--- src/design/alpm_pkg.sv ---
// shared types, widths and codes for the address lease pool manager
`timescale 1ns / 1ps

package alpm_pkg;

  localparam int unsigned POOL_ENTRIES_DEF = 64;

  localparam int unsigned ADDR_W     = 32;
  localparam int unsigned TIME_W     = 32;
  localparam int unsigned MAC_W      = 48;
  localparam int unsigned MODE_W     = 2;
  localparam int unsigned STATUS_W   = 2;
  localparam int unsigned COUNT_W    = 7;
  localparam int unsigned ENT_W      = 2;
  localparam int unsigned CFG_IDX_W  = 2;
  localparam int unsigned CFG_DATA_W = 32;

  // register reset values
  localparam logic [ADDR_W-1:0] POOL_BASE_RST = 32'd3232235620;
  localparam logic [TIME_W-1:0] RESERVE_RST   = 32'd60;
  localparam logic [TIME_W-1:0] OCCUPY_RST    = 32'd3600;

  // register indexes
  localparam logic [CFG_IDX_W-1:0] CFG_POOL_BASE = 2'd0;
  localparam logic [CFG_IDX_W-1:0] CFG_RESERVE   = 2'd1;
  localparam logic [CFG_IDX_W-1:0] CFG_OCCUPY    = 2'd2;

  // operation modes
  localparam logic [MODE_W-1:0] MODE_SWEEP   = 2'd0;
  localparam logic [MODE_W-1:0] MODE_RESERVE = 2'd1;
  localparam logic [MODE_W-1:0] MODE_CONFIRM = 2'd2;

  // entry states
  localparam logic [ENT_W-1:0] ENT_FREE     = 2'd0;
  localparam logic [ENT_W-1:0] ENT_RESERVED = 2'd1;
  localparam logic [ENT_W-1:0] ENT_OCCUPIED = 2'd2;

  // result codes
  localparam logic [STATUS_W-1:0] RES_DONE         = 2'd0;
  localparam logic [STATUS_W-1:0] RES_NO_FREE      = 2'd1;
  localparam logic [STATUS_W-1:0] RES_NOT_RESERVED = 2'd2;

  localparam logic [COUNT_W-1:0] COUNT_MAX = 7'd127;

  // controller to datapath
  typedef struct packed {
    logic clear_step;
    logic start;
    logic sweep_step;
    logic commit;
  } ctrl_cmd_t;

  // datapath to controller
  typedef struct packed {
    logic clear_last;
    logic sweep_done;
  } dp_sts_t;

endpackage

--- src/design/alpm_datapath.sv ---
// lease tables, expiry sweep, operation commit and result register
`timescale 1ns / 1ps

module alpm_datapath import alpm_pkg::*; #(
  parameter int unsigned POOL_ENTRIES = POOL_ENTRIES_DEF
) (
  input  logic                  clk_i,
  input  logic                  rst_ni,
  input  logic                  cfg_we_i,
  input  logic [CFG_IDX_W-1:0]  cfg_index_i,
  input  logic [CFG_DATA_W-1:0] cfg_wdata_i,
  input  logic [MODE_W-1:0]     mode_i,
  input  logic [TIME_W-1:0]     now_seconds_i,
  input  logic [ADDR_W-1:0]     requested_address_i,
  input  logic [MAC_W-1:0]      client_mac_i,
  input  ctrl_cmd_t             cmd_i,
  output dp_sts_t               sts_o,
  output logic [STATUS_W-1:0]   status_o,
  output logic [ADDR_W-1:0]     granted_address_o,
  output logic [COUNT_W-1:0]    released_count_o
);

  localparam int unsigned IDX_W = (POOL_ENTRIES > 1) ? $clog2(POOL_ENTRIES) : 1;
  localparam int unsigned CNT_W = $clog2(POOL_ENTRIES + 1);
  localparam logic [CNT_W-1:0]  CNT_LAST  = CNT_W'(POOL_ENTRIES - 1);
  localparam logic [CNT_W-1:0]  CNT_END   = CNT_W'(POOL_ENTRIES);
  localparam logic [ADDR_W-1:0] POOL_SIZE = ADDR_W'(POOL_ENTRIES);

  // configuration
  logic [ADDR_W-1:0] base_q;
  logic [TIME_W-1:0] reserve_q;
  logic [TIME_W-1:0] occupy_q;

  // latched item
  logic [MODE_W-1:0] mode_q;
  logic [TIME_W-1:0] now_q;
  logic [ADDR_W-1:0] req_q;
  logic [MAC_W-1:0]  mac_q;
  logic [IDX_W-1:0]  off_idx_q;
  logic              in_pool_q;
  logic [ADDR_W-1:0] req_off;

  // sweep
  logic [CNT_W-1:0]   cnt_q;
  logic               rd_en;
  logic               rd_vld_q;
  logic [IDX_W-1:0]   rd_idx_q;
  logic [ENT_W-1:0]   rd_st_q;
  logic [TIME_W-1:0]  rd_start_q;
  logic [TIME_W-1:0]  elapsed;
  logic [TIME_W-1:0]  life;
  logic               expire;
  logic               post_free;
  logic               found_q;
  logic [IDX_W-1:0]   free_idx_q;
  logic               tgt_res_q;
  logic [COUNT_W-1:0] rel_q;

  // commit
  logic                reserve_ok;
  logic                confirm_ok;
  logic [STATUS_W-1:0] res_status;
  logic [ADDR_W-1:0]   res_granted;

  // table write port
  logic              wr_en;
  logic [IDX_W-1:0]  wr_addr;
  logic [ENT_W-1:0]  wr_st;
  logic [TIME_W-1:0] wr_start;
  logic              wr_mac_en;
  logic [MAC_W-1:0]  wr_mac;

  // tables
  logic [ENT_W-1:0]  st_mem    [POOL_ENTRIES];
  logic [TIME_W-1:0] start_mem [POOL_ENTRIES];
  logic [MAC_W-1:0]  mac_mem   [POOL_ENTRIES];

  // output register
  logic [STATUS_W-1:0] status_q;
  logic [ADDR_W-1:0]   granted_q;
  logic [COUNT_W-1:0]  count_q;

  always_ff @(posedge clk_i or negedge rst_ni) begin
    if (!rst_ni) begin
      base_q    <= POOL_BASE_RST;
      reserve_q <= RESERVE_RST;
      occupy_q  <= OCCUPY_RST;
    end else if (cfg_we_i) begin
      unique case (cfg_index_i)
        CFG_POOL_BASE: base_q    <= cfg_wdata_i;
        CFG_RESERVE:   reserve_q <= cfg_wdata_i;
        CFG_OCCUPY:    occupy_q  <= cfg_wdata_i;
        default: ;
      endcase
    end
  end

  assign req_off = requested_address_i - base_q;

  always_ff @(posedge clk_i) begin
    if (cmd_i.start) begin
      mode_q    <= mode_i;
      now_q     <= now_seconds_i;
      req_q     <= requested_address_i;
      mac_q     <= client_mac_i;
      off_idx_q <= req_off[IDX_W-1:0];
      in_pool_q <= req_off < POOL_SIZE;
    end
  end

  // entry counter, shared by the clearing pass and the sweep
  assign rd_en = cmd_i.sweep_step && (cnt_q != CNT_END);

  always_ff @(posedge clk_i or negedge rst_ni) begin
    if (!rst_ni) begin
      cnt_q    <= '0;
      rd_vld_q <= 1'b0;
    end else begin
      rd_vld_q <= rd_en;
      if (cmd_i.start) begin
        cnt_q <= '0;
      end else if (cmd_i.clear_step || rd_en) begin
        cnt_q <= cnt_q + CNT_W'(1);
      end
    end
  end

  always_ff @(posedge clk_i) begin
    if (rd_en) begin
      rd_idx_q <= cnt_q[IDX_W-1:0];
    end
  end

  // expiry check on the entry read last cycle
  assign elapsed   = now_q - rd_start_q;
  assign life      = (rd_st_q == ENT_RESERVED) ? reserve_q : occupy_q;
  assign expire    = rd_vld_q && (rd_st_q != ENT_FREE) && (elapsed > life);
  assign post_free = rd_vld_q && ((rd_st_q == ENT_FREE) || expire);

  always_ff @(posedge clk_i or negedge rst_ni) begin
    if (!rst_ni) begin
      found_q   <= 1'b0;
      tgt_res_q <= 1'b0;
      rel_q     <= '0;
    end else if (cmd_i.start) begin
      found_q   <= 1'b0;
      tgt_res_q <= 1'b0;
      rel_q     <= '0;
    end else begin
      if (post_free && !found_q) begin
        found_q <= 1'b1;
      end
      if (expire && (rel_q != COUNT_MAX)) begin
        rel_q <= rel_q + COUNT_W'(1);
      end
      if (rd_vld_q && (rd_idx_q == off_idx_q)) begin
        tgt_res_q <= (rd_st_q == ENT_RESERVED) && !expire;
      end
    end
  end

  always_ff @(posedge clk_i) begin
    if (post_free && !found_q) begin
      free_idx_q <= rd_idx_q;
    end
  end

  // operation outcome
  assign reserve_ok = (mode_q == MODE_RESERVE) && found_q;
  assign confirm_ok = (mode_q == MODE_CONFIRM) && in_pool_q && tgt_res_q;

  always_comb begin
    unique case (mode_q)
      MODE_RESERVE: res_status = found_q ? RES_DONE : RES_NO_FREE;
      MODE_CONFIRM: res_status = confirm_ok ? RES_DONE : RES_NOT_RESERVED;
      default:      res_status = RES_DONE;
    endcase
  end

  always_comb begin
    priority if (reserve_ok) begin
      res_granted = base_q + ADDR_W'(free_idx_q);
    end else if (confirm_ok) begin
      res_granted = req_q;
    end else begin
      res_granted = '0;
    end
  end

  // single write port: clear, release, reserve or confirm
  always_comb begin
    wr_en     = 1'b0;
    wr_addr   = cnt_q[IDX_W-1:0];
    wr_st     = ENT_FREE;
    wr_start  = '0;
    wr_mac_en = 1'b0;
    wr_mac    = '0;
    priority if (cmd_i.clear_step) begin
      wr_en     = 1'b1;
      wr_mac_en = 1'b1;
    end else if (expire) begin
      wr_en     = 1'b1;
      wr_addr   = rd_idx_q;
      wr_mac_en = 1'b1;
    end else if (cmd_i.commit && reserve_ok) begin
      wr_en    = 1'b1;
      wr_addr  = free_idx_q;
      wr_st    = ENT_RESERVED;
      wr_start = now_q;
    end else if (cmd_i.commit && confirm_ok) begin
      wr_en     = 1'b1;
      wr_addr   = off_idx_q;
      wr_st     = ENT_OCCUPIED;
      wr_start  = now_q;
      wr_mac_en = 1'b1;
      wr_mac    = mac_q;
    end else begin
      wr_en = 1'b0;
    end
  end

  always_ff @(posedge clk_i) begin
    if (wr_en) begin
      st_mem[wr_addr] <= wr_st;
    end
    if (rd_en) begin
      rd_st_q <= st_mem[cnt_q[IDX_W-1:0]];
    end
  end

  always_ff @(posedge clk_i) begin
    if (wr_en) begin
      start_mem[wr_addr] <= wr_start;
    end
    if (rd_en) begin
      rd_start_q <= start_mem[cnt_q[IDX_W-1:0]];
    end
  end

  always_ff @(posedge clk_i) begin
    if (wr_en && wr_mac_en) begin
      mac_mem[wr_addr] <= wr_mac;
    end
  end

  always_ff @(posedge clk_i) begin
    if (cmd_i.commit) begin
      status_q  <= res_status;
      granted_q <= res_granted;
      count_q   <= rel_q;
    end
  end

  assign sts_o.clear_last = (cnt_q == CNT_LAST);
  assign sts_o.sweep_done = (cnt_q == CNT_END) && !rd_vld_q;

  assign status_o          = status_q;
  assign granted_address_o = granted_q;
  assign released_count_o  = count_q;

  a_commit_after_sweep: assert property (@(posedge clk_i) disable iff (!rst_ni)
    cmd_i.commit |-> ((cnt_q == CNT_END) && !rd_vld_q))
    else $error("commit before the sweep has finished");

  a_no_write_clash: assert property (@(posedge clk_i) disable iff (!rst_ni)
    expire |-> (!cmd_i.commit && !cmd_i.clear_step))
    else $error("release write collides with another table write");

endmodule

--- src/design/alpm_ctrl.sv ---
// sequencing state machine for clear, sweep and commit
`timescale 1ns / 1ps

module alpm_ctrl import alpm_pkg::*; (
  input  logic      clk_i,
  input  logic      rst_ni,
  input  logic      in_valid_i,
  output logic      in_ready_o,
  output logic      out_valid_o,
  input  logic      out_ready_i,
  output ctrl_cmd_t cmd_o,
  input  dp_sts_t   sts_i
);

  localparam logic [1:0] ST_CLEAR  = 2'd0;
  localparam logic [1:0] ST_IDLE   = 2'd1;
  localparam logic [1:0] ST_SWEEP  = 2'd2;
  localparam logic [1:0] ST_COMMIT = 2'd3;

  logic [1:0] state_q;
  logic [1:0] state_d;
  logic       out_valid_q;
  logic       out_valid_d;
  logic       accept;
  logic       out_free;

  assign in_ready_o = (state_q == ST_IDLE);
  assign accept     = in_valid_i && in_ready_o;
  assign out_free   = !out_valid_q || out_ready_i;

  assign cmd_o.clear_step = (state_q == ST_CLEAR);
  assign cmd_o.start      = accept;
  assign cmd_o.sweep_step = (state_q == ST_SWEEP);
  assign cmd_o.commit     = (state_q == ST_COMMIT) && out_free;

  always_comb begin
    state_d = state_q;
    unique case (state_q)
      ST_CLEAR:  if (sts_i.clear_last) state_d = ST_IDLE;
      ST_IDLE:   if (accept) state_d = ST_SWEEP;
      ST_SWEEP:  if (sts_i.sweep_done) state_d = ST_COMMIT;
      ST_COMMIT: if (out_free) state_d = ST_IDLE;
      default:   state_d = ST_CLEAR;
    endcase
  end

  always_comb begin
    if (cmd_o.commit) begin
      out_valid_d = 1'b1;
    end else if (out_ready_i) begin
      out_valid_d = 1'b0;
    end else begin
      out_valid_d = out_valid_q;
    end
  end

  always_ff @(posedge clk_i or negedge rst_ni) begin
    if (!rst_ni) begin
      state_q     <= ST_CLEAR;
      out_valid_q <= 1'b0;
    end else begin
      state_q     <= state_d;
      out_valid_q <= out_valid_d;
    end
  end

  assign out_valid_o = out_valid_q;

  a_accept_starts_sweep: assert property (@(posedge clk_i) disable iff (!rst_ni)
    accept |=> (state_q == ST_SWEEP))
    else $error("accepted word did not start a sweep");

  a_result_not_overwritten: assert property (@(posedge clk_i) disable iff (!rst_ni)
    ((state_q == ST_COMMIT) && out_valid_q && !out_ready_i) |=> (state_q == ST_COMMIT))
    else $error("commit left while the previous result was still pending");

endmodule

--- src/design/address_lease_pool_manager.sv ---
// top level of the address lease pool manager
// a new word is accepted only in idle, so each word's sweep and commit finish before the next
// is taken; the sweep reads one entry a cycle through the single-ported lease tables, and the
//   commit waits while the previous result is still held unaccepted
// reset: registers take their reset values, then a clearing pass frees every entry;
//   no word is accepted until it ends, configuration writes still are
`timescale 1ns / 1ps

module address_lease_pool_manager import alpm_pkg::*; #(
  parameter int unsigned POOL_ENTRIES = POOL_ENTRIES_DEF
) (
  input  logic                  clk_i,
  input  logic                  rst_ni,
  // configuration write port
  input  logic                  cfg_we_i,
  input  logic [CFG_IDX_W-1:0]  cfg_index_i,
  input  logic [CFG_DATA_W-1:0] cfg_wdata_i,
  // request channel
  input  logic                  in_valid_i,
  output logic                  in_ready_o,
  input  logic [MODE_W-1:0]     mode_i,
  input  logic [TIME_W-1:0]     now_seconds_i,
  input  logic [ADDR_W-1:0]     requested_address_i,
  input  logic [MAC_W-1:0]      client_mac_i,
  // result channel
  output logic                  out_valid_o,
  input  logic                  out_ready_i,
  output logic [STATUS_W-1:0]   status_o,
  output logic [ADDR_W-1:0]     granted_address_o,
  output logic [COUNT_W-1:0]    released_count_o
);

  // each word: sweep every entry for expiry (one read a cycle, release written back
  // the cycle after), noting the lowest free entry and whether the requested entry
  // is still reserved, then one commit write for reserve or confirm
  ctrl_cmd_t cmd;
  dp_sts_t   sts;

  // sequencer: clearing pass, idle, sweep, commit into the output register
  alpm_ctrl u_ctrl (
    .clk_i       (clk_i),
    .rst_ni      (rst_ni),
    .in_valid_i  (in_valid_i),
    .in_ready_o  (in_ready_o),
    .out_valid_o (out_valid_o),
    .out_ready_i (out_ready_i),
    .cmd_o       (cmd),
    .sts_i       (sts)
  );

  // lease tables, configuration registers and result register
  alpm_datapath #(
    .POOL_ENTRIES (POOL_ENTRIES)
  ) u_datapath (
    .clk_i               (clk_i),
    .rst_ni              (rst_ni),
    .cfg_we_i            (cfg_we_i),
    .cfg_index_i         (cfg_index_i),
    .cfg_wdata_i         (cfg_wdata_i),
    .mode_i              (mode_i),
    .now_seconds_i       (now_seconds_i),
    .requested_address_i (requested_address_i),
    .client_mac_i        (client_mac_i),
    .cmd_i               (cmd),
    .sts_o               (sts),
    .status_o            (status_o),
    .granted_address_o   (granted_address_o),
    .released_count_o    (released_count_o)
  );

endmodule
--- config.mk ---
export PLATFORM = sky130hd
export DESIGN_NAME = address_lease_pool_manager
export DESIGN_NICKNAME = d
export VERILOG_FILES = /design/src/design/alpm_pkg.sv /design/src/design/alpm_datapath.sv /design/src/design/alpm_ctrl.sv /design/src/design/address_lease_pool_manager.sv
export SDC_FILE = /design/constraint.sdc
export NUM_CORES = 2
export LEC_CHECK = 0
export CORE_MARGIN = 2
export CORE_UTILIZATION = 50
export DETAILED_ROUTE_END_ITERATION = 7
export DONT_BUFFER_PORTS = 1
export PLACE_DENSITY = 0.67
export SYNTH_ARGS = -nofsm -noshare
export SYNTH_HDL_FRONTEND = slang
export SYNTH_SLANG_ARGS = --single-unit
--- constraint.sdc ---
create_clock -name clk_i -period 7.75 [get_ports clk_i]
set_input_delay 1.55 -clock clk_i [delete_from_list [all_inputs] [get_ports clk_i]]
set_output_delay 1.55 -clock clk_i [all_outputs]
set_load 0.02 [all_outputs]
==> impl_metrics.ini <==
[run_status]
status = finished, final reports clean

[critical_path]
worstSetupPathType = reg2reg
crit_chain = ha_1 > nand3_1 > a21boi_0 > o2111ai_1 > a211oi_1 > buf_4 > nor2_1 > o31ai_1 > buf_4 > o221ai_1 > o21bai_1 > a21oi_1 > xnor2_1 > ha_1 > nand4_1 > nor3_1 > buf_4 > a31oi_1 > and4_4 > or2_4 > mux2i_1 > or2_2 > nand4b_1 > nor2_2
cp_top_family = simple AND/OR/NAND/NOR gates
start_kind = flip-flop
timing.rr.end = u_datapath.start_mem[13][22]
crit_fanout = 13
cp.required_ns = 8.22
reg2reg_depth = 24
crit_slowest_cell = nor2_2
worst_ep_arrival_time_ns = 7.58
cpMostUsedCell = buf_4
r2r_start = u_datapath.now_q[4]
cp-end-kind = flip-flop
cpPeakStageDelay_ns = 0.93
cp.buffers_inverters = 3
rrSetupSlack_ns = 0.65

[global_route]
grt_pass1_vias = 47300
grt_util_all_layers_pct = 22.3
gr-total-overflow = 0
grt_pass1_wl_mm = 324
grt_start_max_net_pins = 138
antenna_found_initial = 26

[synthesis]
syn_inst = 4580
synthArstFlopShare_pct = 4.73
synth.cell_area_sq_um = 98000
yosysSeqAreaShare_pct = 74.6
synth_area_leaders = edfxtp_1 72%, mux4_2 16%, dfrtp_1 2.6%
synth_edf_count = 2336
synth_largest_area_cell = edfxtp_1
synth_cell_type_count = 75
ys.flop_type = edfxtp_1
ys_warn_count = 0
synth_top_area_share_pct = 71.6
synth_seq_cells = 2452
synth_fp_nets = 4846
synth_area_per_cell_sq_um = 21.4

[placed_design]
dp.cells = 7204
dp_hpwl_mm = 135
dp_slack_ns = 0.394
gp_congestion = 0.901
portBuffers = 0

[sta]
finalClockSkew_ns = 0.0380
slew_violations = 0
tightestPinTransition_ns = 1.21
setup_tns_ns = 0
rsz0062_at_grt = no
setup-violations-final = 0
relSlewSlack_pct = 18.7
finalHoldViolations = 0
setup_ws_ns = 0.648
period_needed_ns = 7.10
fmax_ghz = 0.141
period_share_pct = 91.6

[clocking]
cts_root_buf = clkbuf_16
clk_path_buf_depth = 3
h-tree-depth = 4
clock_latency_ns = 0.88
clkSinkCount = 2452
numCtsBuffers = 230
ctsHoldBuffers = 0
cts_tree = done
clk_pin_slew_ns = 0.06

[finish]
syn_to_final_growth_pct = 14.0
fin_util_pct = 57.3
nets = 5087
drive_gt1_share_pct = 29.4
fin_cells = 7654

[die]
chipWidth_um = 447
die_h_um = 447
rows = 162
initial_utilization_pct = 50.3
fp.coreArea_sq_um = 195000
io_pins = 196
die_area_sq_um = 199000

[routing]
dr.pass1.iters = 6
drt_iter0_drc = 4707
post_drt_wl_per_cell_um = 28.9
finalWirelength_mm = 221
vias_per_cell = 6.09
vias = 46600
antenna_left = 0
drc_errors = 0

[pwr]
peakVddDrop_mv = 0.257
report.power.total_w = 0.0263
p_leak_nw = 28.4
p_per_area_nw_per_um2 = 235

[min_path]
hold_path_class = in2async

[job]
maxCapViolations = 0
## sequential cells by signal, summed over array words and instances, names as in the netlist, 2 cells and up
| name | flops |
|---|---|
| u_datapath.granted_address_o | 32 |
| u_datapath.now_q | 32 |
| u_datapath.cnt_q | 7 |
| u_datapath.mode_q | 2 |
| u_ctrl.state_q | 2 |
| u_datapath.occupy_q | 32 |
| u_datapath.start_mem | 2048 |
| u_datapath.rd_idx_q | 6 |
| u_datapath.rd_start_q | 32 |
| u_datapath.off_idx_q | 6 |
| u_datapath.rd_st_q | 2 |
| u_datapath.status_o | 2 |
| u_datapath.st_mem | 128 |
| u_datapath.free_idx_q | 6 |
| u_datapath.req_q | 32 |
| u_datapath.rel_q | 7 |
| u_datapath.reserve_q | 32 |
| u_datapath.base_q | 32 |
| u_datapath.released_count_o | 7 |
## routing by layer
layer	GRT usage [%]	vias to the layer above	routed length [um]
li1	-	19600	-
met1	31.4	25000	91200
met2	36.5	1660	110000
met3	3.65	325	14700
met4	6.10	6	5080
met5	0	-	43
## worst max path at each step
| stage | startpoint | end | slack (ns) | cells past startpoint |
|---|---|---|---|---|
| after CTS | u_datapath.now_q[4] | u_datapath.start_mem[47][3] | 0.38 | 25 |
| final | u_datapath.now_q[4] | u_datapath.start_mem[13][22] | 0.65 | 24 |
| after global routing | u_datapath.now_q[1] | u_datapath.start_mem[13][14] | 0.05 | 24 |
| after global placement | u_datapath.now_q[4] | u_datapath.start_mem[13][4] | 0.56 | 25 |
| after detailed placement | u_datapath.now_q[4] | u_datapath.start_mem[47][7] | 0.39 | 25 |
| after floorplan | u_datapath.now_q[5] | u_datapath.start_mem[0][0] | 0.96 | 20 |
## timing repair
item,in CTS,in global routing
setup buffers,0,6
resized for setup,0,2
endpoints found under the setup margin,0,95
## per-stage QoR
stage | cell area, sq um | hold slack, ns
after floorplan | 98000 | 0.423
after global placement | 104000 | 0.466
after detailed placement | 104000 | 0.488
after CTS | 111000 | 0.314
after global routing | 112000 | 0.342
final | 112000 | 0.388
## logic make-up (layout without fill, tap and decap cells)
kind of cell | after synthesis | count (layout) | share of synthesized area, %
and+or+nand+nor | 480 | 483 | 2.38
muxes | 819 | 819 | 17.6
AOI/OAI and AO/OA | 319 | 319 | 2.01
xor gates and xnor gates | 86 | 86 | 0.769
buffers and inverters | 311 | 750 | 1.21
adders and majority gates | 113 | 113 | 1.47
DFF | 2452 | 2452 | 74.6
other | 0 | 8 | 0
## where the power goes
group	total, W	switching, W	internal, W
registers	0.0145	0.0000525	0.0144
clock network	0.0112	0.00483	0.00634
logic	0.000636	0.000369	0.000267
total	0.0263	0.00525	0.0210
## cells in the final DEF (no fill, tap or decap), drive strengths merged, types with 13 or more instances in the layout
cell type / count
nand2: 117
nor3: 23
nand3: 60
dfrtp: 100
nor2: 139
mux2: 68
a21o: 23
a21oi: 84
nor4: 13
edfxtp: 2336
nor2b: 17
and2: 38
xor2: 29
o21ai: 108
o21a: 15
ha: 110
clkinv: 108
clkbuf: 277
dfstp: 16
inv: 110
bufinv: 25
nand4: 25
mux2i: 37
xnor2: 57
mux4: 714
buf: 218
## Yosys cell counts (7+ instances only)
master	instances
edfxtp_1	2336
mux4_2	714
clkbuf_1	138
nor2_1	128
nand2_1	117
ha_1	110
o21ai_0	106
dfrtp_1	100
inv_1	97
a21oi_1	84
buf_1	72
mux2_2	68
nand3_1	60
xnor2_1	57
and2_1	37
mux2i_1	37
xor2_1	29
nand4_1	25
a21o_1	23
nor3_1	23
nor2b_1	17
dfstp_2	16
o21a_1	15
nor4_1	13
nand2b_1	12
o211ai_1	11
and3_1	10
o21bai_1	10
a211oi_1	9
nor2_2	8
o22ai_1	7
or3_1	7
## area by class of cell
type,count,area [sq um]
fillers,13900,83200
clock buffers,277,6000
clock inverters,156,1480
diodes,8,20.0
repair buffers,218,3100
multi-input cells,1820,24300
flip-flops and latches,2452,73100
well taps,2624,3280
inverters,99,372
(Power assumes the default switching activity.)
